$ cat config.mk
export PLATFORM = sky130hd
export DESIGN_NAME = store_buffer_forwarding
export DESIGN_NICKNAME = d
export VERILOG_FILES = /design/src/rtl/core/sbf_pkg.sv /design/src/rtl/core/sbf_datapath.sv /design/src/rtl/core/sbf_controller.sv /design/src/rtl/core/store_buffer_forwarding.sv
export VERILOG_INCLUDE_DIRS = /design/src /design/src/rtl/core
export SDC_FILE = /design/constraint.sdc
export NUM_CORES = 2
export LEC_CHECK = 0
export BUFFER_PORTS_ARGS = -buffer_cell sky130_fd_sc_hd__buf_2
export CAP_MARGIN = 5
export CORE_MARGIN = 8
export CORE_UTILIZATION = 40
export CTS_CLUSTER_SIZE = 14
export DETAILED_ROUTE_END_ITERATION = 16
export GPL_ROUTABILITY_DRIVEN = 0
export GPL_TIMING_DRIVEN = 0
export PLACE_DENSITY_LB_ADDON = 0.08
export SETUP_SLACK_MARGIN = 0.02
export SYNTH_ARGS = -nofsm -noshare
export SYNTH_HDL_FRONTEND = slang
export SYNTH_SLANG_ARGS = --single-unit
export TNS_END_PERCENT = 10
$ cat constraint.sdc
create_clock -name clock -period 19 [get_ports clock]
set_input_delay 3.8 -clock clock [delete_from_list [all_inputs] [get_ports clock]]
set_output_delay 3.8 -clock clock [all_outputs]
set_load 0.03 [all_outputs]
$ cat src/rtl/core/store_buffer_forwarding_macros.svh
// Assertion macros used by the store buffer datapath.
`ifndef STORE_BUFFER_FORWARDING_MACROS_SVH
`define STORE_BUFFER_FORWARDING_MACROS_SVH
`ifndef SYNTH
`define SBF_ASSERT_IMPL(label, clk, rst, ante, cons) \
   label: assert property (@(posedge clk) disable iff (rst) (ante) |-> (cons)) \
      else $error("store buffer assertion failed");
`define SBF_ASSERT_NEXT(label, clk, rst, ante, cons) \
   label: assert property (@(posedge clk) disable iff (rst) (ante) |=> (cons)) \
      else $error("store buffer assertion failed");
`else
`define SBF_ASSERT_IMPL(label, clk, rst, ante, cons)
`define SBF_ASSERT_NEXT(label, clk, rst, ante, cons)
`endif
`endif

$ cat src/rtl/core/sbf_pkg.sv
// Types and constants of the store buffer with load forwarding.
`default_nettype none
package sbf_pkg;

   localparam int ADDR_W  = 32;
   localparam int DATA_W  = 32;
   localparam int ROB_W   = 4;
   localparam int ENTRY_W = ADDR_W + DATA_W + ROB_W;
   localparam int REQ_W   = 72;   // addr, value, rob packed, padded to bytes
   localparam int RSP_W   = 104;  // result fields packed, padded to bytes

   localparam logic [ADDR_W-1:0] WORD_MASK = 32'hFFFF_FFFC;

   typedef enum logic [1:0] {
      CMD_PUSH  = 2'd0,
      CMD_POP   = 2'd1,
      CMD_QUERY = 2'd2,
      CMD_FLUSH = 2'd3
   } cmd_type;

   typedef enum logic [2:0] {
      ST_IDLE,
      ST_PUSH,
      ST_POP,
      ST_FLUSH,
      ST_SCAN_RD,
      ST_SCAN_CMP,
      ST_HEAD_RD,
      ST_DONE
   } state_type;

   // controller -> datapath
   typedef struct packed {
      logic latch;        // take the input word
      logic push;         // write tail entry, advance tail
      logic pop;          // read head entry, retire it if valid
      logic flush;        // clear valid marks and pointers
      logic head_read;    // read head entry for the report
      logic scan_read;    // read the entry under the scan index
      logic scan_step;    // move scan to the next older entry
      logic hit_capture;  // record forward data
      logic load_output;  // load the response register
   } ctl_cmd_type;

   // datapath -> controller
   typedef struct packed {
      cmd_type in_cmd;    // command on the input port
      logic    scan_match;
      logic    scan_last;
      logic    out_free;
   } ctl_status_type;

endpackage
`default_nettype wire

$ cat src/rtl/core/sbf_datapath.sv
// Store buffer datapath: entry memory, valid marks, pointers, scan and response.
`default_nettype none
`include "store_buffer_forwarding_macros.svh"
module sbf_datapath
   import sbf_pkg::*;
#(
   parameter int DEPTH = 16
) (
   input  wire logic              clock,
   input  wire logic              reset,
   input  wire ctl_cmd_type       ctl,
   output ctl_status_type         sts,
   input  wire logic [REQ_W-1:0]  req_tdata,
   input  wire logic [1:0]        req_tuser,
   output logic                   rsp_tvalid,
   input  wire logic              rsp_tready,
   output logic [RSP_W-1:0]       rsp_tdata
);

   localparam int PW = $clog2(DEPTH);
   localparam logic [PW:0]   DEPTH_W  = (PW+1)'(DEPTH);
   localparam logic [PW-1:0] LAST_IDX = PW'(DEPTH - 1);

   function automatic logic [PW-1:0] ptr_inc(input logic [PW-1:0] p);
      return (p == LAST_IDX) ? '0 : p + 1'b1;
   endfunction

   function automatic logic [PW-1:0] ptr_dec(input logic [PW-1:0] p);
      return (p == '0) ? LAST_IDX : p - 1'b1;
   endfunction

   logic [ENTRY_W-1:0] mem [DEPTH];
   logic [ENTRY_W-1:0] rd_data_ff;

   logic [ADDR_W-1:0]  q_addr_ff;
   logic [DATA_W-1:0]  q_value_ff;
   logic [ROB_W-1:0]   q_rob_ff;

   logic [PW-1:0]      head_ff, head_in;
   logic [PW-1:0]      tail_ff, tail_in;
   logic               valid_ff [DEPTH];
   logic               valid_in [DEPTH];

   logic [PW-1:0]      scan_idx_ff, scan_idx_in;
   logic [PW-1:0]      scan_left_ff, scan_left_in;
   logic               scan_vld_ff, scan_vld_in;
   logic               slot_valid_ff, slot_valid_in;
   logic               hit_ff, hit_in;
   logic [DATA_W-1:0]  fwd_ff, fwd_in;
   logic               rsp_valid_ff, rsp_valid_in;
   logic [RSP_W-1:0]   rsp_data_ff, rsp_data_in;

   logic [PW:0]        span;
   logic               rd_en;
   logic [PW-1:0]      rd_addr;
   logic [ADDR_W-1:0]  rd_entry_addr;
   logic [DATA_W-1:0]  rd_entry_data;
   logic [ROB_W-1:0]   rd_entry_rob;

   assign rd_entry_addr = rd_data_ff[ADDR_W-1:0];
   assign rd_entry_data = rd_data_ff[ADDR_W+DATA_W-1:ADDR_W];
   assign rd_entry_rob  = rd_data_ff[ENTRY_W-1:ADDR_W+DATA_W];

   // pointer and valid mark updates
   always_comb begin
      head_in  = head_ff;
      tail_in  = tail_ff;
      valid_in = valid_ff;
      if (ctl.push) begin
         valid_in[tail_ff] = 1'b1;
         tail_in           = ptr_inc(tail_ff);
      end
      if (ctl.pop && valid_ff[head_ff]) begin
         valid_in[head_ff] = 1'b0;
         head_in           = ptr_inc(head_ff);
      end
      if (ctl.flush) begin
         for (int i = 0; i < DEPTH; i++) begin
            valid_in[i] = 1'b0;
         end
         head_in = '0;
         tail_in = '0;
      end
   end

   // scan runs from just below the tail down to the head, whole ring when equal
   assign span = {1'b0, tail_ff} + (DEPTH_W - 1'b1) - {1'b0, head_ff};

   always_comb begin
      scan_idx_in  = scan_idx_ff;
      scan_left_in = scan_left_ff;
      if (ctl.latch) begin
         scan_idx_in  = ptr_dec(tail_ff);
         scan_left_in = (span >= DEPTH_W) ? PW'(span - DEPTH_W) : span[PW-1:0];
      end else if (ctl.scan_step) begin
         scan_idx_in  = ptr_dec(scan_idx_ff);
         scan_left_in = scan_left_ff - 1'b1;
      end
   end

   assign rd_en   = ctl.pop | ctl.head_read | ctl.scan_read;
   assign rd_addr = ctl.scan_read ? scan_idx_ff : head_ff;

   always_comb begin
      scan_vld_in   = ctl.scan_read ? valid_ff[scan_idx_ff] : scan_vld_ff;
      slot_valid_in = slot_valid_ff;
      if (ctl.pop || ctl.head_read) begin
         slot_valid_in = valid_ff[head_ff];
      end else if (ctl.flush) begin
         slot_valid_in = 1'b0;
      end
      hit_in = hit_ff;
      fwd_in = fwd_ff;
      if (ctl.latch) begin
         hit_in = 1'b0;
         fwd_in = '0;
      end else if (ctl.hit_capture) begin
         hit_in = 1'b1;
         fwd_in = rd_entry_data;
      end
   end

   // response register; invalid slot reads as zero
   always_comb begin
      rsp_valid_in = rsp_valid_ff;
      rsp_data_in  = rsp_data_ff;
      if (ctl.load_output) begin
         rsp_valid_in = 1'b1;
         rsp_data_in  = {2'b00, fwd_ff, hit_ff,
                         slot_valid_ff ? rd_entry_rob  : {ROB_W{1'b0}},
                         slot_valid_ff ? rd_entry_data : {DATA_W{1'b0}},
                         slot_valid_ff ? rd_entry_addr : {ADDR_W{1'b0}},
                         slot_valid_ff};
      end else if (rsp_tready) begin
         rsp_valid_in = 1'b0;
      end
   end

   always_ff @(posedge clock) begin
      if (ctl.push) begin
         mem[tail_ff] <= {q_rob_ff, q_value_ff, q_addr_ff};
      end
      if (rd_en) begin
         rd_data_ff <= mem[rd_addr];
      end
   end

   always_ff @(posedge clock) begin
      if (ctl.latch) begin
         q_addr_ff  <= req_tdata[ADDR_W-1:0];
         q_value_ff <= req_tdata[ADDR_W+DATA_W-1:ADDR_W];
         q_rob_ff   <= req_tdata[ENTRY_W-1:ADDR_W+DATA_W];
      end
      scan_idx_ff   <= scan_idx_in;
      scan_left_ff  <= scan_left_in;
      scan_vld_ff   <= scan_vld_in;
      slot_valid_ff <= slot_valid_in;
      hit_ff        <= hit_in;
      fwd_ff        <= fwd_in;
      rsp_data_ff   <= rsp_data_in;
   end

   always_ff @(posedge clock) begin
      if (reset) begin
         head_ff      <= '0;
         tail_ff      <= '0;
         rsp_valid_ff <= 1'b0;
         for (int i = 0; i < DEPTH; i++) begin
            valid_ff[i] <= 1'b0;
         end
      end else begin
         head_ff      <= head_in;
         tail_ff      <= tail_in;
         rsp_valid_ff <= rsp_valid_in;
         valid_ff     <= valid_in;
      end
   end

   assign sts.in_cmd     = cmd_type'(req_tuser);
   assign sts.scan_match = scan_vld_ff &&
                           ((rd_entry_addr & WORD_MASK) == (q_addr_ff & WORD_MASK));
   assign sts.scan_last  = (scan_left_ff == '0);
   assign sts.out_free   = !rsp_valid_ff || rsp_tready;

   assign rsp_tvalid = rsp_valid_ff;
   assign rsp_tdata  = rsp_data_ff;

   `SBF_ASSERT_IMPL(a_load_when_free, clock, reset, ctl.load_output, !rsp_valid_ff || rsp_tready)
   `SBF_ASSERT_NEXT(a_flush_clears, clock, reset, ctl.flush, head_ff == '0 && tail_ff == '0)
   `SBF_ASSERT_NEXT(a_pop_advances, clock, reset, ctl.pop && valid_ff[head_ff], head_ff != $past(head_ff))

endmodule
`default_nettype wire

$ cat src/rtl/core/sbf_controller.sv
// Store buffer sequencer: steps each command through the datapath.
`default_nettype none
module sbf_controller
   import sbf_pkg::*;
(
   input  wire logic           clock,
   input  wire logic           reset,
   input  wire logic           req_tvalid,
   output logic                req_tready,
   input  wire ctl_status_type sts,
   output ctl_cmd_type         ctl
);

   state_type state_ff, state_in;
   logic      accept;

   assign req_tready = (state_ff == ST_IDLE);
   assign accept     = req_tvalid && req_tready;

   always_comb begin
      state_in = state_ff;
      unique case (state_ff)
         ST_IDLE: begin
            if (accept) begin
               unique case (sts.in_cmd)
                  CMD_PUSH:  state_in = ST_PUSH;
                  CMD_POP:   state_in = ST_POP;
                  CMD_QUERY: state_in = ST_SCAN_RD;
                  default:   state_in = ST_FLUSH;
               endcase
            end
         end
         ST_PUSH:     state_in = ST_HEAD_RD;
         ST_POP:      state_in = ST_DONE;
         ST_FLUSH:    state_in = ST_DONE;
         ST_SCAN_RD:  state_in = ST_SCAN_CMP;
         ST_SCAN_CMP: begin
            if (sts.scan_match || sts.scan_last) begin
               state_in = ST_HEAD_RD;
            end else begin
               state_in = ST_SCAN_RD;
            end
         end
         ST_HEAD_RD:  state_in = ST_DONE;
         ST_DONE: begin
            if (sts.out_free) begin
               state_in = ST_IDLE;
            end
         end
         default:     state_in = ST_IDLE;
      endcase
   end

   always_comb begin
      ctl = '0;
      unique case (state_ff)
         ST_IDLE:     ctl.latch       = accept;
         ST_PUSH:     ctl.push        = 1'b1;
         ST_POP:      ctl.pop         = 1'b1;
         ST_FLUSH:    ctl.flush       = 1'b1;
         ST_SCAN_RD:  ctl.scan_read   = 1'b1;
         ST_SCAN_CMP: begin
            ctl.hit_capture = sts.scan_match;
            ctl.scan_step   = !sts.scan_match && !sts.scan_last;
         end
         ST_HEAD_RD:  ctl.head_read   = 1'b1;
         ST_DONE:     ctl.load_output = sts.out_free;
         default:     ctl = '0;
      endcase
   end

   always_ff @(posedge clock) begin
      if (reset) begin
         state_ff <= ST_IDLE;
      end else begin
         state_ff <= state_in;
      end
   end

endmodule
`default_nettype wire

$ cat src/rtl/core/store_buffer_forwarding.sv
// Top level of the store buffer with load forwarding.
`default_nettype none
// Circular buffer of DEPTH pending stores with youngest-first load forwarding.
// Each input word carries a command in req_tuser: push writes the tail entry
// (overwriting the head when full), pop retires the head entry (ignored with
// slot_valid 0 when the head is empty), query searches from the entry below
// the tail down to the head for a valid store to the same word address and
// forwards its data, flush empties the buffer. Every response word reports
// the popped entry, or the head entry as it stands after the command.
// One command is worked at a time. A query examines from 1 to DEPTH entries,
// stopping at a hit or at the end of the range. The entry store has a single
// registered read port, so the query examines one entry per read/compare
// pair, and the head report takes one more read.
// The response register lets a finished word wait on rsp_tready; the next
// command is accepted meanwhile and stalls only at its own response. Valid
// marks are flip-flops cleared by reset, so no clearing pass is needed.
module store_buffer_forwarding
   import sbf_pkg::*;
#(
   parameter int DEPTH = 16
) (
   input  wire logic             clock,
   input  wire logic             reset,
   input  wire logic             req_tvalid,
   output logic                  req_tready,
   // store_address[31:0], store_value[63:32], rob_index[67:64], zero pad
   input  wire logic [REQ_W-1:0] req_tdata,
   // cmd[1:0]
   input  wire logic [1:0]       req_tuser,
   output logic                  rsp_tvalid,
   input  wire logic             rsp_tready,
   // slot_valid[0], slot_address[32:1], slot_data[64:33], slot_rob_index[68:65],
   // hit[69], forward_data[101:70], zero pad
   output logic [RSP_W-1:0]      rsp_tdata
);

   ctl_cmd_type    ctl;
   ctl_status_type sts;

   sbf_controller u_controller (
      .clock      (clock),
      .reset      (reset),
      .req_tvalid (req_tvalid),
      .req_tready (req_tready),
      .sts        (sts),
      .ctl        (ctl)
   );

   sbf_datapath #(
      .DEPTH (DEPTH)
   ) u_datapath (
      .clock      (clock),
      .reset      (reset),
      .ctl        (ctl),
      .sts        (sts),
      .req_tdata  (req_tdata),
      .req_tuser  (req_tuser),
      .rsp_tvalid (rsp_tvalid),
      .rsp_tready (rsp_tready),
      .rsp_tdata  (rsp_tdata)
   );

endmodule
`default_nettype wire
==> impl_summary.txt <==
----------------------------------------------------
[Critical path]
  Type of origin of the critical path ... flip-flop
  Worst Path Class, Setup ... flip-flop to output port
  Critical Path End Type ... output port
  Biggest fanout along the worst timing path ... 10
  CP max stage delay ... 0.49 ns
  Required @ worst endpoint ... 15.20 ns
  Buffers & Inverters on Critical Path ... 2
  Cell chain of the critical path ... clkbuf_1, nor3_1, buf_2
  Data arrival, critical path ... 2.10 ns
  Worst path top cell family by delay ... buffers and inverters
  Slowest cell on crit path ... nor3_1

[Global routing]
  Routing usage on met2 ... 31.7%
  Initial antenna violation count ... 5
  Busiest metal layer after global routing ... met2
  Leftover overflow at the end of global routing ... 0
  GRT Overall Usage ... 19.8%
  Via count of the first global-routing pass ... 31267
  M1 GR Usage ... 27.3%
  Routing usage on met3 ... 3.54%
  Pin count of the biggest net entering global routing ... 44
  Global-route wire length before repair ... 215000 um

[Timing]
  Skew final ... 0.0260 ns
  Crit share post-route ... 31.0%
  Achievable Freq ... 0.170 GHz
  Aggregate negative setup slack ... 0 ns
  Slew of the pin with the lowest slew margin ... 1.27 ns
  Worst slack on hold paths ... 0.425 ns
  Shortest clock period the worst path allows after layout ... 5.90 ns
  PnR worst setup slack ... 13.10 ns
  Final Hold Viols ... 0
  # setup viols final ... 0
  Total count of max-transition violations in the final report ... 0
  Headroom to the max-slew limit ... 14.6%
  RSZ-0062 raised after global routing ... no

[Logic synthesis]
  Synth async-reset ratio ... 0%
  Fraction of the yosys area taken by sequential cells ... 76.8%
  Number of warnings issued by yosys ... 0
  Cell accounting for the most synthesized area ... edfxtp_1
  Library cells used by synthesis ... 42
  Mapped Avg Cell Area ... 14.5 sq um
  Leading post-synthesis cells by instance count ... 1336 x edfxtp_1, 837 x nand2_1, 620 x nand3_1
  Synthesized instance count ... 3716
  Area share of the largest cell type after synthesis ... 74.6%
  Most common flop cell mapped by yosys ... edfxtp_1
  Most repeated cell in the gate-level netlist after synthesis ... edfxtp_1
  Synthesized cell area ... 0.0538 sq mm
  Top area cells in the synthesized netlist ... edfxtp_1 75%, nand2_1 5.8%, nand3_1 5.8%, mux2i_1 4.6%, dfxtp_1 2.3%
  #FFs+latches synth ... 1397
  Number of enable flip-flop cells after synthesis ... 1336

[Final layout]
  Fraction of final layout cells sized beyond drive strength 1 ... 14.0%
  Final design area excluding fillers ... 0.0630 sq mm
  Diode insertion count for antenna repair ... 0
  Area overhead of the layout relative to synthesis ... 17.0%
  Fillcell total ... 11791
  Final #Nets ... 4220
  Utilization of the core after routing ... 47.2%

[Routing]
  Final WL ... 148000 um
  Via count normalized by instance count ... 5.22
  DRC ... 0
  1st-iter DRT viols ... 2440
  Detail-routed net length per standard cell ... 24.6 um
  Initial DRT Pass Iterations ... 5
  Remaining number of nets flagged by the antenna check after routing ... 0
  DR vias ... 31405

[Clock tree]
  Clock Path Buffers ... 3
  CTS tree ... yes
  CTS-repair resized insts ... 0
  Root Buffer Master ... clkbuf_16
  Clock-pin slew on the worst setup and hold paths ... 0.06 ns
  H-tree level count ... 4
  Sinks on the clock net ... 1397
  Total clock buffers created by CTS ... 155
  Buffers inserted by post-CTS timing repair ... 0
  Clk Latency, worst-skew pair ... 0.78 ns
  Number of hold-repair buffers added at the cts stage ... 0

[Placement]
  Worst slack, placed ... 13.12 ns
  Placed inst area ... 0.0583 sq mm
  Detailed-placement wirelength estimate ... 101000 um
  IO buf count ... 177

[Outcome]
  Status ... complete, no violations

[Flow run]
  Max_cap viols ... 0

[Floorplan]
  Core Region ... 0.133 sq mm
  Number of I/O pins ... 184
  Die Area ... 0.147 sq mm
  Overall die width ... 383 um
  Die boundary height ... 383 um
  Starting density of the core ... 40.3%
  FP Rows ... 134

[Power]
  Power Density ... 125 mW/mm^2
  Peak supply drop ... 81.7 uV
  Leakage power ... 22.9 nW

[Min path]
  HP Class ... flip-flop to flip-flop

----------------------------------------------------
-- logic make-up after synthesis --
group                    count (synthesis)  synth area share (%)
AND/OR/NAND/NOR                       1629                  13.3
XOR/XNOR                                40                 0.651
multiplexers                           254                  4.84
AO/OA/AOI/OAI                          144                  1.96
adder cells (fa/ha/maj)                 18                 0.432
buffers and inverters                  233                  1.98
other                                    1               0.00697
flip-flops                            1397                  76.8
-- through the flow --
stage          total power [W]  cells
2_1_floorplan          0.00454   3717
3_3_place_gp           0.00515   5662
3_5_place_dp           0.00516   5735
4_1_cts                0.00797   6011
5_1_grt                0.00819   6011
6_report               0.00788   6011
-- cells in the final DEF, fill, tap and decap left out, drive strengths merged, types with 10 or more instances in the layout --
cell / synthesis / layout
buf: 124 / 374
ha: 17 / 17
dfxtp: 61 / 61
mux2i: 248 / 248
xnor2: 35 / 35
a32oi: 69 / 69
edfxtp: 1336 / 1336
nand4: 10 / 10
o21ai: 23 / 23
clkbuf: 94 / 299
nand3: 620 / 620
clkinv: 0 / 56
and2: 72 / 72
a31oi: 14 / 14
nor2: 68 / 68
nor3: 10 / 10
nand2: 837 / 837
a21oi: 22 / 22
inv: 15 / 24
-- layout make-up --
cell class	instances	area, sq um	area share [%]
clock inverters	71	541	0.858
multi-input cells	2087	11500	18.3
plain buffers	218	1010	1.61
well taps	1768	2210	3.51
clock buffers	205	4180	6.63
inverters	15	56.3	0.0894
repair buffers	250	2100	3.34
flip-flops and latches	1397	41300	65.6
-- final timing paths --
kind | start | end | slack [ns] | depth (start not counted)
setup reg to reg | u_datapath.q_addr_ff[26] | u_datapath.fwd_ff[23] | 14.56 | 7
hold / removal | u_datapath.fwd_ff[20] | u_datapath.rsp_tdata[90] | 0.43 | 0
hold reg to reg | u_datapath.fwd_ff[20] | u_datapath.rsp_tdata[90] | 0.43 | 0
setup / recovery | u_controller.state_ff[0] | req_tready | 13.10 | 3
-- sequential cells by signal (all words and copies together), names as in the netlist, 3 cells and up --
register / cells
u_datapath.q_addr_ff: 32
u_datapath.tail_ff: 4
u_datapath.scan_left_ff: 4
u_datapath.valid_ff: 16
u_datapath.q_rob_ff: 4
u_datapath.rsp_tdata: 102
u_controller.state_ff: 3
u_datapath.mem: 1088
u_datapath.q_value_ff: 32
u_datapath.rd_data_ff: 68
u_datapath.head_ff: 4
u_datapath.scan_idx_ff: 4
u_datapath.fwd_ff: 32
-- where the power goes --
| group | leakage (nW) | total (W) | internal, W | switching (W) |
|---|---|---|---|---|
| clock | 2.29 | 0.00281 | 0.00160 | 0.00121 |
| combinational | 7.99 | 0.00127 | 0.000382 | 0.000885 |
| sequential | 12.6 | 0.00380 | 0.00364 | 0.000164 |
-- metal layers --
metal	up-vias	part of all wire, %	routed length, um
li1	14534	-	-
met1	15895	45	66300
met2	766	47	69600
met3	208	5.0	7360
met4	2	3.0	4410
met5	-	0.0081	12
-- worst register-to-register path, cell delays in order (launching register included) --
cell,delay [ns]
edfxtp_1,0.67
xnor2_1,0.54
nand4_1,0.36
nor4_1,1.11
nand3_1,0.80
buf_2,0.53
mux2i_1,0.24
nor2_1,0.05
Power figures use the tool's default switching activity.
